**src/hw/rtl/fixed_size_run_free_list_allocator_macros.svh**
```systemverilog
// ----------------------------------------------------------------------------
// Assertion macros for the run free list allocator
// Concurrent checks sampled on clock and disabled during reset.
// ----------------------------------------------------------------------------
`ifndef FIXED_SIZE_RUN_FREE_LIST_ALLOCATOR_MACROS_SVH
`define FIXED_SIZE_RUN_FREE_LIST_ALLOCATOR_MACROS_SVH

// same-cycle implication
`define FRFA_ASSERT_NOW(label, ante, cons, msg) \
   label: assert property (@(posedge clock) disable iff (reset) (ante) |-> (cons)) \
      else $error(msg);

// next-cycle implication
`define FRFA_ASSERT_NEXT(label, ante, cons, msg) \
   label: assert property (@(posedge clock) disable iff (reset) (ante) |=> (cons)) \
      else $error(msg);

`endif

```
**src/hw/rtl/frfa_pkg.sv**
```systemverilog
// ----------------------------------------------------------------------------
// frfa_pkg
// Types, codes and sizes shared by the run free list allocator.
// ----------------------------------------------------------------------------
`timescale 1ns / 1ps

package frfa_pkg;

   localparam int FRFA_QUEUE_DEPTH = 64;
   localparam int ADDRESS_BITS     = 32;

   localparam int ADDR_W    = 32;
   localparam int COUNT_W   = 32;
   localparam int OSIZE_W   = 21;
   localparam int CMD_W     = 2;
   localparam int STATUS_W  = 2;
   localparam int CSR_IDX_W = 2;

   localparam int ADDR_KEEP = (ADDRESS_BITS < ADDR_W) ? ADDRESS_BITS : ADDR_W;
   localparam logic [ADDR_W-1:0] ADDR_MASK = ADDR_W'((64'd1 << ADDR_KEEP) - 64'd1);

   localparam logic [CMD_W-1:0] CMD_ALLOCATE = 2'd0;
   localparam logic [CMD_W-1:0] CMD_FREE     = 2'd1;
   localparam logic [CMD_W-1:0] CMD_INIT     = 2'd2;

   localparam logic [STATUS_W-1:0] STATUS_OK            = 2'd0;
   localparam logic [STATUS_W-1:0] STATUS_OUT_OF_MEMORY = 2'd1;
   localparam logic [STATUS_W-1:0] STATUS_QUEUE_FULL    = 2'd2;
   localparam logic [STATUS_W-1:0] STATUS_BAD_CONFIG    = 2'd3;

   localparam logic [CSR_IDX_W-1:0] REG_BASE_ADDRESS = 2'd0;
   localparam logic [CSR_IDX_W-1:0] REG_ARENA_LENGTH = 2'd1;
   localparam logic [CSR_IDX_W-1:0] REG_OBJ_SIZE     = 2'd2;

   localparam int DIVIDEND_W = COUNT_W;
   localparam int STEP_W     = $clog2(DIVIDEND_W);

   typedef struct packed {
      logic [ADDR_W-1:0]  start;
      logic [COUNT_W-1:0] count;
   } frfa_run_type;

   typedef struct packed {
      logic load;
      logic shift;
   } frfa_cell_ctl_type;

   typedef enum logic [2:0] {
      S_IDLE   = 3'b001,
      S_DIV    = 3'b010,
      S_FINISH = 3'b100
   } frfa_state_type;

endpackage

```
**src/hw/rtl/frfa_divider.sv**
```systemverilog
// ----------------------------------------------------------------------------
// frfa_divider
// Restoring divider, one quotient bit per cycle.
// ----------------------------------------------------------------------------
`timescale 1ns / 1ps

module frfa_divider import frfa_pkg::*; (
   input  logic                  clock,
   input  logic                  reset,
   input  logic                  start,
   input  logic [DIVIDEND_W-1:0] dividend,
   input  logic [OSIZE_W-1:0]    divisor,
   output logic                  done,
   output logic [DIVIDEND_W-1:0] quotient
);

   logic                  busy_ff, busy_in;
   logic                  done_ff, done_in;
   logic [STEP_W-1:0]     step_ff, step_in;
   logic [OSIZE_W-1:0]    rem_ff, rem_in;
   logic [DIVIDEND_W-1:0] quo_ff, quo_in;
   logic [OSIZE_W-1:0]    dvs_ff, dvs_in;

   logic [OSIZE_W:0] trial;
   logic [OSIZE_W:0] diff;
   logic             fits;

   always_comb begin
      trial = {rem_ff, quo_ff[DIVIDEND_W-1]};
      diff  = trial - {1'b0, dvs_ff};
      fits  = trial >= {1'b0, dvs_ff};

      busy_in = busy_ff;
      done_in = 1'b0;
      step_in = step_ff;
      rem_in  = rem_ff;
      quo_in  = quo_ff;
      dvs_in  = dvs_ff;

      if (start) begin
         busy_in = 1'b1;
         step_in = '0;
         rem_in  = '0;
         quo_in  = dividend;
         dvs_in  = divisor;
      end else if (busy_ff) begin
         rem_in  = fits ? diff[OSIZE_W-1:0] : trial[OSIZE_W-1:0];
         quo_in  = {quo_ff[DIVIDEND_W-2:0], fits};
         step_in = step_ff + STEP_W'(1);
         if (step_ff == STEP_W'(DIVIDEND_W - 1)) begin
            busy_in = 1'b0;
            done_in = 1'b1;
         end
      end
   end

   always_ff @(posedge clock) begin
      if (reset) begin
         busy_ff <= 1'b0;
         done_ff <= 1'b0;
         step_ff <= '0;
      end else begin
         busy_ff <= busy_in;
         done_ff <= done_in;
         step_ff <= step_in;
      end
      rem_ff <= rem_in;
      quo_ff <= quo_in;
      dvs_ff <= dvs_in;
   end

   assign done     = done_ff;
   assign quotient = quo_ff;

endmodule

```
**config.mk**
```make
export PLATFORM = sky130hd
export DESIGN_NAME = frfa_divider
export DESIGN_NICKNAME = d
export VERILOG_FILES = /design/src/hw/rtl/fixed_size_run_free_list_allocator_macros.svh /design/src/hw/rtl/frfa_pkg.sv /design/src/hw/rtl/frfa_divider.sv
export SDC_FILE = /design/constraint.sdc
export NUM_CORES = 1
export LEC_CHECK = 0
export BUFFER_PORTS_ARGS = -buffer_cell sky130_fd_sc_hd__buf_4
export CORE_AREA = 2 2 108 110
export DETAILED_ROUTE_END_ITERATION = 12
export DIE_AREA = 0 0 110 112
export RECOVER_POWER = 50
export SLEW_MARGIN = 20
export SYNTH_ARGS = -nofsm -noshare
export SYNTH_HDL_FRONTEND = slang
export SYNTH_SLANG_ARGS = --single-unit
```
**constraint.sdc**
```tcl
create_clock -name clock -period 3.8 [get_ports clock]
set_clock_uncertainty 0.15 [all_clocks]
set_input_delay 0.19 -clock clock [delete_from_list [all_inputs] [get_ports clock]]
set_output_delay 0.19 -clock clock [all_outputs]
set_load 0.01 [all_outputs]
```
==> impl_metrics.yaml <==
status:
  outcome: "finished, final reports clean"
layout:
  fill_cells: 986
  drive_above_1_share_pct: 25.4
  area_growth_pct: 35.7
  diodes: 0
  seq_area_mm2: 0.00215
  nNetsFinal: 611
  multi_input_area_mm2: 0.00199
floorplanning:
  start_util_pct: 39.1
  dieArea_mm2: 0.0123
  num_rows: 39
  core-area_mm2: 0.0112
  chipWidth_um: 110
  boundaryPins: 89
  dieHeight_um: 112
pwr:
  power.leakage_nw: 2.55
  powerDensity_mw_per_mm2: 428
  power.internal_mw: 1.87
  clock_power_share_pct: 37.2
  power.switching_mw: 0.665
  swShare_pct: 26.2
  sequentialPowerShare_pct: 42.1
  finalPower_mw: 2.54
  max-vdd-ir-drop_mv: 0.274
  pwr-share-comb_pct: 20.6
synthesis:
  synth_compound_area_share_pct: 14.7
  synth-adder-area-share_pct: 7.05
  synthMuxAreaShare_pct: 11.2
  synth_top_family_by_area: "compound AO/OA/AOI/OAI gates"
  synthXorXnorAreaFrac_pct: 3.61
  synth_edf_count: 53
  yosys_warnings: 0
  syn_area_mm2: 0.00437
  synth_largest_area_cell: "edfxtp_1"
  yosysSeqAreaShare_pct: 49.3
  synth_most_common_cell: "edfxtp_1"
  synth.distinct_cells: 59
  yosysTopAreaCellShare_pct: 36.4
  synth-simple-area-share_pct: 9.05
  syn_inst: 388
  synth_common_cells: "edfxtp_1 (53), nor2_1 (37), inv_1 (33), mux2_2 (32), dfxtp_1 (28)"
  ys_seq_elements: 81
  synth.area.top_cells: "edfxtp_1 (36%), dfxtp_1 (13%), mux2_2 (8.3%)"
  syn_avg_cell_area_um2: 11.3
  ys_async_sr_fraction_pct: 0
  synth-main-ff-cell: "edfxtp_1"
  synth_nets: 468
critical_path:
  endpoint_kind: "flop"
  start_kind: "flop"
  ff2ff_setup_slack_ns: 0.62
  rr_endpoint: "rem_ff[7]$_SDFFE_PP0P_"
  crit_chain: "inv_1 -> ha_1 -> inv_1 -> fa_1 -> a211oi_1 -> o21ai_0 -> and3_2 -> nor2_1 -> o211a_1 -> buf_4 -> mux2i_1 -> a211oi_1"
  cpPeakStageDelay_ns: 0.42
  reg2reg_depth: 12
  critPathKind: "flop to flop"
  crit_arrival_ns: 3.23
  crit_start: "quotient[31]$_DFFE_PP_"
  critPathBufInv: 3
  critPathMaxFanout: 21
  crit_required_ns: 3.85
  critPathSlowestCell: "fa_1"
  r2r_start: "quotient[31]$_DFFE_PP_"
  crit_family: "compound AO/OA/AOI/OAI gates"
clock_network:
  numCtsBuffers: 9
  cts_buffer_depth: 2
  cts_setup_buffers: 0
  post_cts_resized: 0
  cts-root-buf: "clkbuf_16"
  htree_levels: 3
  cts.sinks: 81
  cts_tree: "yes"
  clkTransAtPathRegs_ns: 0.06
  cts_hold_buf: 52
  clk_latency_ns: 0.35
worst_hold_path:
  hp-class: "input pin to flop"
  hold_path_depth: 3
  min_from: "dividend[0]"
  min_to: "quotient[0]$_DFFE_PP_"
detailed_routing:
  viasPerCell: 4.95
  vias: 3359
  drt-total-wl_um: 9810
  wire_per_inst_um: 14.4
  drt-pass1-iter-count: 4
  drc: 0
  drt-initial-drc-count: 168
  ant_nets: 0
timing:
  max_freq_mhz: 314
  final.setup.tns_ns: 0
  hold_viol_final: 0
  finalCritPeriodShare_pct: 83.7
  rsz0062_at_grt: "false"
  hold_ws_ns: 0.0436
  worst_slew_pin_slew_ns: 0.692
  final-setup-viol-count: 0
  drv_slew: 0
  slew_headroom_pct: 53.9
  period_needed_ns: 3.18
place:
  port_buffers: 88
  hpwlAfterDp_um: 6570
  place_congestion: 0.806
global_route:
  grt_pass1_vias: 3487
  grt_max_degree: 55
  grt_usage_pct: 17.0
  grt_pass1_wl_um: 16000
  overflow: 0
  antenna_found_initial: 0
flow_run:
  maxCapViolCount: 0
==> stage by stage <==
| stage | area [µm²] | std cells | util [%] | setup slack [ns] |
|---|---|---|---|---|
| after global placement | 5140 | 610 | 46.0 | 0.710 |
| after detailed placement | 5140 | 610 | 46.0 | 0.612 |
| final | 5930 | 679 | 53.0 | 0.618 |
| after global routing | 5930 | 679 | 53.0 | 0.329 |
| after CTS | 5990 | 678 | 53.6 | 0.601 |
| after floorplan | 4370 | 388 | - | 0.826 |
==> layer usage <==
metal / routed length [µm] / track usage (%) / vias to the layer above
met1: 4440 / 20.8 / 1555
met4: 97 / 4.30 / 0
met2: 4640 / 27.4 / 87
li1: - / - / 1710
met5: 0 / 0 / -
met3: 625 / 7.14 / 7
==> how the worst max path moves through the flow <==
stage | end | cells past startpoint
6_report | rem_ff[7]$_SDFFE_PP0P_ | 12
5_1_grt | rem_ff[6]$_SDFFE_PP0P_ | 12
4_1_cts | rem_ff[7]$_SDFFE_PP0P_ | 12
3_5_place_dp | rem_ff[1]$_SDFFE_PP0P_ | 12
3_3_place_gp | rem_ff[7]$_SDFFE_PP0P_ | 12
2_1_floorplan | rem_ff[18]$_SDFFE_PP0P_ | 12
==> cells by family (layout without fill, tap and decap cells) <==
group           after synthesis  after routing
fa+ha+maj                    24             24
compound gates               93             93
flops                        81             81
mux                          45             45
simple gates                 80             80
xor+xnor                     18             18
buf+inv                      47            195
==> registers in the layout, summed over array words and instances, names as in the netlist <==
name and flops:
rem_ff 21, busy_ff 1, step_ff 5, dvs_ff 21, done 1, quotient 32
==> power by group through the flow <==
stage | clock [mW] | sequential, mW | combinational [mW]
finish | 0.944 | 1.07 | 0.523
global route | 1.01 | 1.08 | 0.578
CTS | 0.966 | 1.07 | 0.540
detailed placement | 0 | 1.09 | 0.496
global placement | 0 | 1.09 | 0.491
floorplan | 0 | 1.09 | 0.321
==> worst min-delay path: cells and delay by family <==
kind,cells,cell delay (ns)
buffers and inverters,2,0.10
muxes,1,0.12
==> final cells by class <==
cell class	instances	area share (%)
clock buffers	10	3.86
clock inverters	6	1.56
inverters	33	2.09
multi-input cells	260	33.6
flip-flops and latches	81	36.3
well taps	143	3.02
repair buffers	146	19.5
==> cell usage in the layout (no fill, tap or decap), types with 4 or more instances in the layout <==
| master | count |
|---|---|
| mux2_2 | 32 |
| nor2_1 | 37 |
| inv_1 | 33 |
| buf_4 | 53 |
| clkbuf_1 | 20 |
| edfxtp_1 | 53 |
| a21oi_1 | 25 |
| ha_1 | 23 |
| clkbuf_4 | 21 |
| mux2i_1 | 13 |
| o21bai_1 | 4 |
| a21o_1 | 7 |
| xnor2_1 | 11 |
| dlygate4sd3_1 | 53 |
| o21ai_0 | 15 |
| nand2_1 | 14 |
| clkbuf_16 | 9 |
| and4_1 | 4 |
| dfxtp_1 | 28 |
| a211oi_1 | 15 |
| xor2_1 | 7 |
Power figures use the tool's default switching activity.
