**src/hw/rtl/fixed_size_run_free_list_allocator_macros.svh**
```systemverilog
// ----------------------------------------------------------------------------
// Assertion macros for the run free list allocator
// Concurrent checks sampled on clock and disabled during reset.
// ----------------------------------------------------------------------------
`ifndef FIXED_SIZE_RUN_FREE_LIST_ALLOCATOR_MACROS_SVH
`define FIXED_SIZE_RUN_FREE_LIST_ALLOCATOR_MACROS_SVH

// same-cycle implication
`define FRFA_ASSERT_NOW(label, ante, cons, msg) \
   label: assert property (@(posedge clock) disable iff (reset) (ante) |-> (cons)) \
      else $error(msg);

// next-cycle implication
`define FRFA_ASSERT_NEXT(label, ante, cons, msg) \
   label: assert property (@(posedge clock) disable iff (reset) (ante) |=> (cons)) \
      else $error(msg);

`endif

```
**src/hw/rtl/frfa_pkg.sv**
```systemverilog
// ----------------------------------------------------------------------------
// frfa_pkg
// Types, codes and sizes shared by the run free list allocator.
// ----------------------------------------------------------------------------
`timescale 1ns / 1ps

package frfa_pkg;

   localparam int FRFA_QUEUE_DEPTH = 64;
   localparam int ADDRESS_BITS     = 32;

   localparam int ADDR_W    = 32;
   localparam int COUNT_W   = 32;
   localparam int OSIZE_W   = 21;
   localparam int CMD_W     = 2;
   localparam int STATUS_W  = 2;
   localparam int CSR_IDX_W = 2;

   localparam int ADDR_KEEP = (ADDRESS_BITS < ADDR_W) ? ADDRESS_BITS : ADDR_W;
   localparam logic [ADDR_W-1:0] ADDR_MASK = ADDR_W'((64'd1 << ADDR_KEEP) - 64'd1);

   localparam logic [CMD_W-1:0] CMD_ALLOCATE = 2'd0;
   localparam logic [CMD_W-1:0] CMD_FREE     = 2'd1;
   localparam logic [CMD_W-1:0] CMD_INIT     = 2'd2;

   localparam logic [STATUS_W-1:0] STATUS_OK            = 2'd0;
   localparam logic [STATUS_W-1:0] STATUS_OUT_OF_MEMORY = 2'd1;
   localparam logic [STATUS_W-1:0] STATUS_QUEUE_FULL    = 2'd2;
   localparam logic [STATUS_W-1:0] STATUS_BAD_CONFIG    = 2'd3;

   localparam logic [CSR_IDX_W-1:0] REG_BASE_ADDRESS = 2'd0;
   localparam logic [CSR_IDX_W-1:0] REG_ARENA_LENGTH = 2'd1;
   localparam logic [CSR_IDX_W-1:0] REG_OBJ_SIZE     = 2'd2;

   localparam int DIVIDEND_W = COUNT_W;
   localparam int STEP_W     = $clog2(DIVIDEND_W);

   typedef struct packed {
      logic [ADDR_W-1:0]  start;
      logic [COUNT_W-1:0] count;
   } frfa_run_type;

   typedef struct packed {
      logic load;
      logic shift;
   } frfa_cell_ctl_type;

   typedef enum logic [2:0] {
      S_IDLE   = 3'b001,
      S_DIV    = 3'b010,
      S_FINISH = 3'b100
   } frfa_state_type;

endpackage

```
**src/hw/rtl/frfa_cell.sv**
```systemverilog
// ----------------------------------------------------------------------------
// frfa_cell
// One slot of the run queue: loads a new run or takes its neighbor's run.
// ----------------------------------------------------------------------------
`timescale 1ns / 1ps

module frfa_cell import frfa_pkg::*; (
   input  logic              clock,
   input  frfa_cell_ctl_type ctl,
   input  frfa_run_type      load_run,
   input  frfa_run_type      next_run,
   output frfa_run_type      run_q
);

   frfa_run_type run_ff;
   frfa_run_type run_in;

   always_comb begin
      run_in = run_ff;
      if (ctl.load) begin
         run_in = load_run;
      end else if (ctl.shift) begin
         run_in = next_run;
      end
   end

   always_ff @(posedge clock) begin
      run_ff <= run_in;
   end

   assign run_q = run_ff;

endmodule

```
**config.mk**
```make
export PLATFORM = sky130hd
export DESIGN_NAME = frfa_cell
export DESIGN_NICKNAME = d
export VERILOG_FILES = /design/src/hw/rtl/fixed_size_run_free_list_allocator_macros.svh /design/src/hw/rtl/frfa_pkg.sv /design/src/hw/rtl/frfa_cell.sv
export SDC_FILE = /design/constraint.sdc
export NUM_CORES = 1
export LEC_CHECK = 0
export BUFFER_PORTS_ARGS = -buffer_cell sky130_fd_sc_hd__buf_2
export CAP_MARGIN = 30
export CORE_MARGIN = 4
export CORE_UTILIZATION = 45
export CTS_CLUSTER_SIZE = 20
export DETAILED_ROUTE_END_ITERATION = 8
export PLACE_DENSITY = 0.86
export SYNTH_ARGS = -nofsm -noshare
export SYNTH_HDL_FRONTEND = slang
export SYNTH_SLANG_ARGS = --single-unit
export TNS_END_PERCENT = 5
```
**constraint.sdc**
```tcl
create_clock -name clock -period 5.2 [get_ports clock]
set_clock_uncertainty 0.05 [all_clocks]
set_input_delay 0.52 -clock clock [delete_from_list [all_inputs] [get_ports clock]]
set_output_delay 0.52 -clock clock [all_outputs]
set_load 0.01 [all_outputs]
```
==> impl_metrics.json, run 1 <==
{
  "max_stage_delay_ps": 660,
  "dieHeight_um": 88.4,
  "synth_top_area_frac": 0.661,
  "postCtsSetupBuffers": 0,
  "ys_ff_latch": 64,
  "synth_fa_ha_area_frac": 0,
  "slew_violations": 0,
  "fp.dieW_um": 88.4,
  "drtAntennaViolNets": 0,
  "netlist_area_um2": 2910,
  "muxShareOfSynthArea": 0.311,
  "setup_viol": 0,
  "path_class": "input pin to flip-flop",
  "end_kind": "flip-flop",
  "ys_seq_area_frac": 0.661,
  "post_cts_resized": 0,
  "gp_congestion": 0.716,
  "period_needed_ps": 2270,
  "vias_per_cell": 4.81,
  "place_hpwl_mm": 5.68,
  "synth_compound_area_frac": 0,
  "cp-start-kind": "input pin",
  "synth_xor_area_frac": 0,
  "layout_common_cells": "buf_2, edfxtp_1, mux2_4",
  "root_buffer": "clkbuf_8",
  "wl_mm": 7.08,
  "synth_top_family_by_area": "multiplexers",
  "regArea_um2": 1920,
  "core_area_um2": 6310,
  "overflow": 0,
  "dpl_worst_slack_ps": 2560,
  "areaGrowthSynthToFinish_pct": 41.6,
  "syn-num-nets": 267,
  "max_slew_margin": 0.553,
  "hold_class": "input pin to flip-flop",
  "worst_ep_arrival_time_ps": 2190,
  "cts_buffers": 9,
  "antenna_found_initial": 0,
  "whs_endpoint": "run_q[33]",
  "ctsLongestPathBuffers": 2,
  "synth_area_leaders": "edfxtp_1, mux2_4, mux2_2",
  "wl_per_cell_um": 17.0,
  "grt_pass1_wl_mm": 9.40,
  "fin_area_um2": 4120,
  "hold_viol": 0,
  "cts_hold_buf": 0,
  "final_common_cell": "buf_2",
  "critPathMaxFanout": 36,
  "status": "finished, final reports clean",
  "slowest_stage": "or2_2",
  "htreeDepth": 3,
  "cts.reportedPaths.clkPinSlew_ps": 70,
  "port_buffers": 194,
  "final_min_period_over_clock_period": 0.436,
  "antenna_cells": 0,
  "cp_cell_sequence": "buf_4 > or2_2 > buf_4",
  "placed_area_um2": 3920,
  "hold_ws_ps": 441,
  "final_util": 0.652,
  "tns_ps": 0,
  "p_leak_nw": 1.99,
  "fin_cells": 416,
  "whs_path_depth": 2,
  "crit_required_ps": 5130,
  "cpMostUsedCell": "buf_4",
  "worstHoldStart": "next_run[33]",
  "syn_area_per_cell_um2": 21.4,
  "worst_slew_pin_slew_ps": 670,
  "num_rows": 29,
  "yosysTopAreaCell": "edfxtp_1",
  "die-area_um2": 7810,
  "largest_reg_flops": 64,
  "drc": 0,
  "cts_sinks": 64,
  "grt_max_degree": 37,
  "power.total_mw": 1.31,
  "setup_ws_ps": 2930,
  "fin_nets": 467,
  "synthDistinctLibCells": 6,
  "ir_worst_vdd_uv": 197,
  "fillCellCount": 453,
  "cap_violations": 0,
  "grt.total_usage": 0.168,
  "yosys_warnings": 0,
  "cts_tree": "built",
  "grt_pass1_vias": 2009,
  "synthSimpleGateAreaFrac": 0.00215,
  "multiInputGateArea_um2": 911,
  "ios": 195,
  "max_freq_ghz": 0.441,
  "p_per_area_nw_per_um2": 317,
  "vias": 1999,
  "synth_cells": 136,
  "start_util": 0.460,
  "place_inst": 402,
  "firstDrtPassIters": 4,
  "drive_gt1_frac": 0.808,
  "drt_iter0_drc": 50,
  "rsz0062_at_grt": "false"
}
logic make-up (layout without fill, tap and decap cells):
group                  Yosys count  after routing
buffers and inverters            7            210
AND/OR/NAND/NOR                  1              1
multiplexers                    64             64
flip-flops                      64             64
how the worst max path moves through the flow:
stage | slack (ps) | cells after the start | from | endpoint
floorplan | 2460 | 3 | ctl[1] | run_q[0]
detailed placement | 2560 | 3 | ctl[1] | run_q[20]
finish | 2930 | 3 | ctl[1] | run_q[21]
CTS | 2910 | 3 | ctl[1] | run_q[61]
global route | 2810 | 3 | ctl[1] | run_q[43]
global placement | 2660 | 3 | ctl[1] | run_q[20]
cells in the mapped netlist:
cell type,number
buf_6,6
buf_2,1
mux2_2,15
or2_1,1
edfxtp_1,64
mux2_4,49
power by group:
group	internal (mW)	switching [mW]	total [mW]	leakage (nW)
clock	0.261	0.172	0.434	0.102
sequential	0.634	0.0137	0.647	0.652
combinational	0.124	0.101	0.225	1.24
layout make-up:
type                            count  share of cell area
Clock buffer                        9              0.0301
Clock inverter                      5              0.0179
Multi-Input combinational cell     65               0.221
Sequential cell                    64               0.467
Tap cell                           77              0.0234
Timing Repair Buffer              196               0.240
critical path: cells and delay by family:
family | cells | cell delay (ps)
buffers and inverters | 2 | 960
AND/OR/NAND/NOR | 1 | 660
per-layer routing:
| layer | track usage | routed length, µm |
|---|---|---|
| met1 | 0.163 | 2300 |
| met2 | 0.310 | 3850 |
| met3 | 0.0708 | 814 |
| met4 | 0.0742 | 104 |
| met5 | 0 | 0 |
Power figures use the tool's default switching activity.
==> run 2: changes to the inputs <==
- ABC_AREA: unset -> 1
- CORE_UTILIZATION: 45 -> 41
- PLACE_DENSITY: 0.86 -> 0.8
- clock period: 5.2 -> 2.1 ns (I/O delays scaled with it)
==> run 2 against run 1 <==
Count of clock-buffer cells in the layout grew 1. Sequential power grew 150%. Global-route usage grew 0.70 points. Wire length grew 1.7%. First-iteration DRC count grew 64%. Sequential cell count is the same. Combinational power grew 120%. Critical path type unchanged. Worst hold slack lost 340 ps. Highest routed layer unchanged. Area after synthesis shrank 5.2%. Worst setup slack lost 2000 ps. Core utilization shrank 4.2 points. Via count grew 24%.
==> impl_metrics.json, run 2 <==
{
  "cts_tree": "built",
  "drt_iter0_drc": 82,
  "root_buffer": "clkbuf_8",
  "path_class": "input pin to flip-flop",
  "core_area_um2": 6420,
  "yosysTopAreaCell": "edfxtp_1",
  "htreeDepth": 3,
  "fin_nets": 598,
  "ir_worst_vdd_uv": 414,
  "port_buffers": 194,
  "cts_buffers": 9,
  "ctsLongestPathBuffers": 2,
  "synth_top_area_frac": 0.698,
  "worst_slew_pin_slew_ps": 788,
  "cts_hold_buf": 0,
  "wl_mm": 7.20,
  "grt_pass1_wl_mm": 11.3,
  "setup_ws_ps": 906,
  "fillCellCount": 570,
  "dieHeight_um": 90.0,
  "post_cts_resized": 0,
  "grt_pass1_vias": 2458,
  "cap_violations": 0,
  "setup_viol": 0,
  "drc": 0,
  "p_sw_frac": 0.249,
  "synth.most_common_cell": "nand2_1",
  "p_int_mw": 2.20,
  "grt.total_usage": 0.175,
  "largest_reg_flops": 64,
  "drtAntennaViolNets": 0,
  "layout_common_cells": "buf_2, nand2_1, edfxtp_1",
  "ys_seq_area_frac": 0.698,
  "die-area_um2": 8100,
  "hold_ws_ps": 96.5,
  "firstDrtPassIters": 5,
  "wl_per_cell_um": 13.1,
  "status": "finished, final reports clean",
  "synth_commonest_cells": "nand2_1, edfxtp_1, buf_2, buf_6",
  "slew_violations": 0,
  "gp_congestion": 0.777,
  "worst_ep_arrival_time_ps": 1090,
  "pwr-share-seq": 0.545,
  "cts_sinks": 64,
  "synth_edf_count": 64,
  "period_needed_ps": 1190,
  "netlist_area_um2": 2760,
  "p_switching_mw": 0.731,
  "cp-start-kind": "input pin",
  "crit_required_ps": 2000,
  "cts.reportedPaths.clkPinSlew_ps": 60,
  "synthArstFlopShare": 0,
  "tns_ps": 0,
  "fp.dieW_um": 90.0,
  "dpl_worst_slack_ps": 557,
  "end_kind": "flip-flop",
  "max_slew_margin": 0.475,
  "p_per_area_nw_per_um2": 749,
  "final_min_period_over_clock_period": 0.569,
  "final_common_cell": "buf_2",
  "ys_ff_latch": 64,
  "rsz0062_at_grt": "false",
  "areaGrowthSynthToFinish_pct": 42.1,
  "final_util": 0.610,
  "placed_area_um2": 3740,
  "hold_class": "input pin to flip-flop",
  "hold_viol": 0,
  "overflow": 0,
  "synth_area_leaders": "edfxtp_1, nand2_1, buf_6",
  "ios": 195,
  "syn_area_per_cell_um2": 10.2,
  "vias_per_cell": 4.52,
  "start_util": 0.429,
  "syn-num-nets": 402,
  "antenna_found_initial": 0,
  "num_rows": 29,
  "synth_cells": 271,
  "grt_max_degree": 65,
  "power_frac_comb": 0.172,
  "p_clk_frac": 0.283,
  "antenna_cells": 0,
  "yosys_warnings": 0,
  "p_leak_nw": 2.10,
  "place_hpwl_mm": 5.36,
  "synthDistinctLibCells": 6,
  "max_freq_ghz": 0.837,
  "postCtsSetupBuffers": 0,
  "vias": 2479,
  "drive_gt1_frac": 0.449,
  "fin_area_um2": 3920,
  "yosys_most_used_dff": "edfxtp_1",
  "critPathMaxFanout": 64
}
-- run 2: cell types whose count changed after synthesis, sizes merged --
cell | before | now
buf | 7 | 13
inv | 0 | 1
nand2 | 0 | 192
mux2 | 64 | 0
-- run 2: power by group through the flow --
stage / clock [mW] / sequential [mW] / combinational [mW]
after floorplan: 0 / 1.71 / 0.141
after global placement: 0 / 1.62 / 0.494
after detailed placement: 0 / 1.63 / 0.508
after CTS: 0.868 / 1.60 / 0.509
after global routing: 0.934 / 1.61 / 0.559
final: 0.829 / 1.60 / 0.505
-- run 2: worst paths after layout --
path,start,end,slack [ps],cells past startpoint
max,ctl[1],run_q[61],910,3
min,next_run[36],run_q[36],100,3
-- run 2: layout make-up --
class	instances	area, µm²	area share
Sequential cell	64	1920	0.491
Timing Repair Buffer	198	1010	0.259
Multi-Input combinational cell	193	727	0.186
Clock buffer	10	128	0.0326
Tap cell	77	96.3	0.0246
Clock inverter	6	26.3	0.00671
Inverter	1	3.75	0.000958
-- run 2: logic make-up after synthesis --
group | synth area share
simple gates | 0.264
flops | 0.698
buf+inv | 0.0386
-- run 2: per-stage QoR --
stage,instances,power [mW]
2_1_floorplan,271,1.85
3_3_place_gp,532,2.12
3_5_place_dp,532,2.14
4_1_cts,548,2.98
5_1_grt,549,3.10
6_report,549,2.93
-- run 2: critical path, stage by stage --
cell   delay (ps)
buf_2         120
or2_2         110
buf_4         610
-- run 2: per-layer routing --
layer,track usage,wire (µm),share of wire,up-vias
li1,-,-,-,1258
met1,0.182,2590,0.36,1080
met2,0.311,3750,0.52,124
met3,0.0668,718,0.10,17
met4,0.0855,142,0.020,0
met5,0,0,0,-
